### config.mk
export PLATFORM = sky130hd
export DESIGN_NAME = mirt_ram
export DESIGN_NICKNAME = d
export VERILOG_FILES = /design/src/rtl/mirt_ram.sv
export SDC_FILE = /design/constraint.sdc
export NUM_CORES = 1
export LEC_CHECK = 0
export ABC_AREA = 1
export BUFFER_PORTS_ARGS = -buffer_cell sky130_fd_sc_hd__buf_2
export CAP_MARGIN = 20
export CORE_MARGIN = 2
export CORE_UTILIZATION = 25
export CTS_CLUSTER_DIAMETER = 50
export DETAILED_ROUTE_END_ITERATION = 6
export GPL_TIMING_DRIVEN = 0
export PLACE_DENSITY = 0.46
export SETUP_SLACK_MARGIN = 0.2
export SLEW_MARGIN = 20
export SYNTH_ARGS = -nofsm -noshare
export SYNTH_HDL_FRONTEND = slang
export SYNTH_SLANG_ARGS = --single-unit
### constraint.sdc
create_clock -name clk -period 2.6 [get_ports clk]
set_input_delay 0.52 -clock clk [delete_from_list [all_inputs] [get_ports clk]]
set_output_delay 0.52 -clock clk [all_outputs]
set_load 0.02 [all_outputs]
### src/rtl/mirt_ram.sv
// Generic single-write, single-read RAM with registered read data.
// Depends on nothing; width and depth come in as parameters.
`default_nettype none
module mirt_ram #(
	parameter int WIDTH = 8,
	parameter int DEPTH = 64,
	localparam int AW = (DEPTH > 1) ? $clog2(DEPTH) : 1
) (
	input  wire logic             clk,
	input  wire logic             we,
	input  wire logic [AW-1:0]    waddr,
	input  wire logic [WIDTH-1:0] wdata,
	input  wire logic             re,
	input  wire logic [AW-1:0]    raddr,
	output logic      [WIDTH-1:0] rdata
);

	logic [WIDTH-1:0] mem [DEPTH];

	always_ff @(posedge clk) begin
		if (we) begin
			mem[waddr] <= wdata;
		end
		if (re) begin
			rdata <= mem[raddr];
		end
	end

endmodule
`default_nettype wire

==> flow_summary.toml <==
[place]
placed_cells_incl_taps = 2984
hpwl_um = 49600
dp_slack_ns = -0.708
io_buffers = 22
globalplace.congestion = 0.941
place_area_mm2 = 0.0232

[sta]
finalHoldViolations = 0
setup_viol = 13
slew_headroom = 0.277
whs_ns = 0.292
drv_slew = 0
fin_crit_ns = 2.61
timing.final.crit_share = 1.00
rsz0062_at_grt = "yes"
finalWorstSetupSlack_ns = -0.00764
tightest_slew_ns = 1.08
max_freq_mhz = 383
fin_skew_ns = 0.0167

[logic_synthesis]
synth_top_area_cell = "edfxtp_1"
postSynthCellCount = 1805
synth-seq-area-share = 0.729
synth-seq-cells = 520
avgSynthCellArea_um2 = 11.9
ys_warn_count = 0
synth_top_area_frac = 0.729
ys_types = 15
synthesis.area_mm2 = 0.0214
syn_nets = 1828
synthTopCellsByArea = "edfxtp_1 73%, nand2_1 11%, nand3_1 10%"

[global_routing]
track_usage = 0.160
antenna_found_initial = 1
grt_overflow_total = 0
grt_max_degree = 65
grt_pass1_wl_um = 101000
first_global_vias = 13471

[detailed_routing]
wl_per_cell_um = 23.2
num_vias = 14330
drtIter0Drc = 1472
final_antenna_net_count = 0
firstDrtPassIters = 5
wl_um = 71900
vias_per_cell = 4.62
drc = 0

[cells_and_area]
n_antenna_cell = 0
final_area_mm2 = 0.0253
instances_no_fill = 3100
nNetsFinal = 1930
n_fill_cell = 8703
layout-drive-gt1-share = 0.136
area_growth_pct = 17.9
utilization = 0.297

[pwr]
p_leak_nw = 8.88
vdd_drop_max_mv = 0.460
power_density_mw_per_mm2 = 750

[die]
core_mm2 = 0.0850
fp.dieH_um = 297
fp-row-count = 107
start_util = 0.252
die_w_um = 297
io_pins = 31
die_area_mm2 = 0.0880

[worst_setup_path]
critPathKind = "input pin to flop"
cp_max_fo = 9
max_stage_delay_ns = 0.89
crit_chain = "clkbuf_1 > inv_1 > nand4_1 > nor2_2"
cp.arrival_ns = 2.86
cp_data_required_time_ns = 2.85
worstSetupEndpointType = "flop"
cpMaxStageDelayCell = "nand4_1"
start_kind = "input pin"

[run]
cap_violations = 0

[clock_tree]
clk_pin_slew_ns = 0.06
clk_path_buf_depth = 3
cts_max_level = 2
insertion_delay_ns = 0.63
cts_root_buf = "clkbuf_16"
tritoncts = "yes"
numCtsBuffers = 61
clock_sinks = 520
holdBufCountCts = 0

[run_status]
outcome = "complete, but fails checks"
violations = "negative setup slack"

[hold_path]
min_path_type = "input pin to flop"
[final cells by class]
| class | instances | area [µm²] | area share |
|---|---|---|---|
| flip-flops and latches | 520 | 15600 | 0.618 |
| multi-input cells | 1160 | 5110 | 0.202 |
| clock buffers | 73 | 1610 | 0.0639 |
| well taps | 1144 | 1430 | 0.0567 |
| plain buffers | 113 | 813 | 0.0322 |
| clock inverters | 39 | 314 | 0.0124 |
| repair buffers | 39 | 313 | 0.0124 |
| inverters | 12 | 50.0 | 0.00198 |
[power breakdown]
part	switching, W	total [W]	internal (W)
Combinational	0.00102	0.00136	0.000335
Clock	0.00353	0.00827	0.00474
Sequential	0.0000185	0.00932	0.00930
[placed cells by master, fill, tap and decap left out]
master / count
nor2_2: 31
buf_4: 28
bufinv_16: 3
inv_8: 3
nand3_1: 439
inv_2: 1
buf_6: 35
buf_8: 2
nand4_1: 9
buf_1: 8
nand2_1: 648
clkbuf_16: 63
clkinv_2: 7
buf_2: 57
buf_16: 1
nor2_4: 5
clkbuf_1: 23
clkinv_1: 13
clkbuf_2: 4
buf_12: 4
edfxtp_1: 520
clkinvlp_4: 6
inv_6: 7
clkinv_4: 1
nor4_2: 8
nor2_1: 20
inv_1: 10
[timing repair]
action | 4_1_cts | 5_1_grt
endpoints found under the setup margin | 187 | 361
pin swaps | 0 | 2
buffers inserted | 0 | 4
gates resized for setup | 20 | 30
endpoints found under the hold margin | 0 | 0
[layer usage]
metal	global-route usage	vias up	wire length (µm)
li1	-	6586	-
met5	0	-	0
met2	0.251	432	32500
met4	0.0387	0	1510
met3	0.0233	89	3980
met1	0.232	7223	33900
[stage by stage]
step                      TNS, ns  power, W
after floorplan                 0    0.0102
after global placement    -143.86    0.0108
after detailed placement  -199.42    0.0108
after CTS                       0    0.0191
after global routing      -0.0575    0.0195
final                     -0.0367    0.0189
[flip-flops by register name (all words and copies together) (netlist names)]
name   cells
rdata      8
mem      512
[critical path, delay by kind of cell]
kind	cells	cell delay, ns
buf+inv	2	0.55
simple gates	2	1.78
[worst paths after layout]
path	end	slack [ns]	from	cells after the start
worst min register to register	rdata[0]$_DFFE_PP_	0.96	mem[40][0]$_DFFE_PP_	8
worst max register to register	rdata[3]$_DFFE_PP_	0.80	mem[49][3]$_DFFE_PP_	8
worst max-delay path	mem[61][3]$_DFFE_PP_	-0.008	waddr[1]	4
worst min-delay path	rdata[1]$_DFFE_PP_	0.29	re	1
[synthesized netlist by cell type, drive strengths merged]
library cell,count
buf,98
nor4,8
nor2,56
nand3,439
nand2,648
inv,12
nand4,9
edfxtp,520
clkbuf,15
[cell families (layout without fill, tap and decap cells)]
family,count (synthesis),after routing,share of synthesized area
buffers and inverters,125,276,0.0401
and+or+nand+nor,1160,1160,0.231
DFF,520,520,0.729
No activity file was read; power rests on OpenSTA's default activity.
