$ cat src/rtl/mirt_pkg.sv
// Shared types, operation codes and defaults for the message id remap table.
// No dependencies; mirt_match and message_id_remap_table import this package.
`default_nettype none
package mirt_pkg;

	localparam int TABLE_DEPTH_DEF = 64;

	localparam logic [1:0] OP_LOAD = 2'd0;
	localparam logic [1:0] OP_FWD  = 2'd1;
	localparam logic [1:0] OP_REV  = 2'd2;

	typedef struct packed {
		logic [1:0]  operation;
		logic [5:0]  entry_index;
		logic [31:0] processor_id;
		logic [31:0] spacecraft_id;
		logic [15:0] msg_id;
		logic [15:0] target_id;
	} mirt_req_t;

	typedef struct packed {
		logic [15:0] result_id;
		logic        drop;
		logic        matched;
	} mirt_rsp_t;

	typedef struct packed {
		logic [31:0] processor_id;
		logic [31:0] spacecraft_id;
		logic [15:0] from_id;
		logic [15:0] to_id;
	} mirt_entry_t;

	localparam int ENTRY_W = $bits(mirt_entry_t);

	// lookup key held for the length of one walk
	typedef struct packed {
		logic [1:0]  operation;
		logic [31:0] processor_id;
		logic [31:0] spacecraft_id;
		logic [15:0] msg_id;
	} mirt_key_t;

	// verdict of the compare unit on one table entry
	typedef struct packed {
		logic end_of_table;
		logic fwd_hit;
		logic rev_take;
	} mirt_cmp_t;

endpackage
`default_nettype wire

$ cat src/rtl/mirt_match.sv
// Shared compare unit: judges one table entry against the held lookup key.
// Depends on mirt_pkg for the entry, key and verdict types.
`default_nettype none
module mirt_match
	import mirt_pkg::*;
(
	input  wire mirt_entry_t  entry,
	input  wire mirt_key_t    key,
	input  wire logic         have_best,
	input  wire logic [15:0]  best_id,
	output mirt_cmp_t         verdict
);

	logic peer_eq;

	assign peer_eq = (entry.processor_id == key.processor_id) &&
	                 (entry.spacecraft_id == key.spacecraft_id);

	always_comb begin
		verdict.end_of_table = (entry.from_id == 16'h0000);
		verdict.fwd_hit = (key.operation == OP_FWD) && peer_eq &&
		                  (entry.from_id == key.msg_id);
		// take a reverse match only if it beats the best so far; ties keep the older
		verdict.rev_take = (key.operation == OP_REV) && peer_eq &&
		                   (entry.to_id == key.msg_id) &&
		                   (!have_best || (entry.from_id < best_id));
	end

endmodule
`default_nettype wire

$ cat config.mk
export PLATFORM = sky130hd
export DESIGN_NAME = mirt_match
export DESIGN_NICKNAME = d
export VERILOG_FILES = /design/src/rtl/mirt_pkg.sv /design/src/rtl/mirt_match.sv
export SDC_FILE = /design/constraint.sdc
export NUM_CORES = 1
export LEC_CHECK = 0
export ABC_AREA = 1
export BUFFER_PORTS_ARGS = -buffer_cell sky130_fd_sc_hd__buf_2
export CAP_MARGIN = 30
export CORE_AREA = 2 2 77 79
export DETAILED_ROUTE_END_ITERATION = 8
export DIE_AREA = 0 0 79 81
export PLACE_DENSITY = 0.86
export SLEW_MARGIN = 20
export SYNTH_ARGS = -nofsm -noshare
export SYNTH_HDL_FRONTEND = slang
export SYNTH_SLANG_ARGS = --single-unit
$ cat constraint.sdc
create_clock -name vclk -period 1.2
set_input_delay 0.06 -clock vclk [all_inputs]
set_output_delay 0.06 -clock vclk [all_outputs]
set_load 0.05 [all_outputs]
==> results by group <==
Setup path
  – Crit path cell chain: buf_6, inv_4, ha_4, nand2_2, o21bai_1, a21oi_1, nor2_1, a21boi_2, nor2_4, buf_8
  – Crit path capture type: primary output
  – CP max FO: 2
  – Startpoint type of the worst setup path: primary input
  – Crit-path max cell delay: 260 ps
  – Crit path kind: primary input to primary output
  – Crit path required time: 1140 ps
  – Critical path's slowest cell: ha_4
  – Crit. Startpoint: best_id[11]
  – Critical Path AT: 1290 ps

Detailed routing
  – Drt initial violations: 74
  – Remaining DRCs: 0
  – Drt pass-1 iters: 4
  – Drt wl/cell: 10.1 µm
  – Vias: 3,330
  – Avg Vias per Cell: 4.40
  – Overall routed net length: 7630 µm
  – Routed Antenna Nets: 0

Final layout
  – CLK BUF: 0
  – Final instance area: 3600 µm²
  – Area growth from synthesis to layout: 72.2%
  – Sequential cell count: 0
  – Fin cells: 756
  – Number of diodes: 0
  – Layout cells sized above 1: 37.0%
  – FF/Latch Area: 0 µm²
  – Nets: 893

STA
  – FMAX: 743 MHz
  – Slew headroom: 85.7%
  – Worst Tran Pin Value: 213 ps
  – RSZ-0062 raised after global routing: yes
  – Pins Over Slew Limit: 0
  – Setup violators final: 2
  – Crit share post-route: 112%
  – Final Hold Vio Count: 0
  – Setup ws final: -147 ps
  – Tmin final: 1350 ps
  – Setup TNS after final layout: -153 ps

Yosys
  – Distinct cell type count after synthesis: 20
  – Sequential-to-total area share from yosys stat: 0%
  – Cell count after synthesis: 460
  – Mapped Area: 2090 µm²
  – Mapped Avg Cell Area: 4.54 µm²
  – Synthesis warning total: 0
  – Syn Nets: 670

Floorplanning
  – I/O pins: 198
  – Initial core utilization: 36.8%
  – Die Area: 6400 µm²
  – # rows: 28
  – Die Y: 81 µm
  – Core Area: 5680 µm²
  – Die width: 79 µm

GRT
  – Remaining Overflow, GRT: 0
  – Global Route Usage Sum: 22.1%
  – Vias in the first global route: 3,125
  – First-pass GRT wire length: 11,900 µm
  – Initial antenna violation count: 0
  – Largest net degree at the start of global routing: 5

Run status
  – Failing checks: setup timing
  – Outcome: finished with violations

Place
  – Port-buffer cells: 198
  – Post-DP HPWL: 6730 µm
  – Setup Slack @ Placement: -343 ps
  – DP Area: 3370 µm²
  – Placed instance count: 757
  – RePlAce Congestion: 0.864

Min path
  – WHS Path Cells: 4
  – Min-Delay Path Class: primary input to primary output
  – HP Start: have_best

Power and ir drop
  – Power Dens Cells: 296 nW/µm²
  – Maximum vdd drop: 0.199 mV
  – Leak Pwr: 2.38 nW

Flow run
  – Max_cap viols: 0

Clock tree
  – Hold_buf cts: 0
per-stage QoR:
stage	hold slack (ps)	power, mW	utilization, %
after floorplan	329	0.448	-
after global placement	671	0.946	59.4
after detailed placement	672	0.978	59.4
after CTS	646	1.04	62.6
after global routing	640	1.21	63.4
final	622	1.06	63.4
power breakdown:
group	internal (mW)	switching (mW)
registers	0	0
clock network	0	0
logic	0.562	0.501
total	0.562	0.501
cell usage in the layout, fill, tap and decap left out:
cell type,n
a211oi_1,1
a21boi_2,1
a21oi_1,6
a21oi_2,1
buf_2,183
buf_4,24
buf_6,13
buf_8,1
ha_1,7
ha_4,8
inv_1,103
inv_2,6
inv_4,1
nand2_1,148
nand2_2,2
nand3_1,6
nand3_2,1
nand4_1,4
nor2_1,106
nor2_2,6
nor2_4,2
nor3_1,1
nor3_2,1
nor4_1,1
nor4b_2,1
o21a_1,1
o21ai_0,8
o21bai_1,1
o22ai_1,8
or2_2,1
xnor2_1,6
xor2_1,22
synthesized netlist by cell type:
library cell    n  share of area (%)
o21bai_1        1               0.36
nand3_1         7                1.7
nor4_1          1               0.30
nand2_1       150                 27
a21boi_0        1               0.36
o22ai_1         8                2.4
o21a_1          1               0.36
nor4b_1         1               0.42
xor2_1         22                9.2
nand4_1         4                1.2
or2_2           1               0.30
nor2_2          2               0.60
a21oi_1         7                1.7
a211oi_1        1               0.36
nor2_1        112                 20
nor3_1          2               0.48
inv_1         110                 20
xnor2_1         6                2.5
o21ai_0         8                1.9
ha_1           15                9.0
final timing paths:
check	endpoint
setup / recovery	verdict[0]
hold / removal	verdict[0]
layer usage:
layer,up-vias,share of wire [%],GRT usage [%]
met1,1390,36,21.3
met2,130,54,47.9
met5,-,0,0
met4,0,2.3,5.34
li1,1790,-,-
met3,20,8.0,3.56
worst max-delay path, delay by kind of cell:
family,cells,cell delay [ps]
compound gates,3,520
fa+ha+maj,1,260
buf+inv,3,250
simple gates,3,210
logic make-up after synthesis:
| logic type | after synthesis | synth area share [%] |
|---|---|---|
| AOI/OAI and AO/OA | 27 | 7.43 |
| xor gates and xnor gates | 28 | 11.7 |
| adders and majority gates | 15 | 8.99 |
| buffers and inverters | 110 | 19.8 |
| and+or+nand+nor | 280 | 52.1 |
area by class of cell:
type | count | area, µm²
Timing Repair Buffer | 221 | 1260
Fill cell | 535 | 2080
Inverter | 110 | 415
Multi-Input combinational cell | 350 | 1830
Tap cell | 75 | 93.8
repair_timing:
item / in CTS / in global routing
pin swaps: 14 / 13
setup endpoints to repair: 2 / 3
gates resized for setup: 34 / 14
setup buffers: 0 / 0
(Power assumes the default switching activity.)
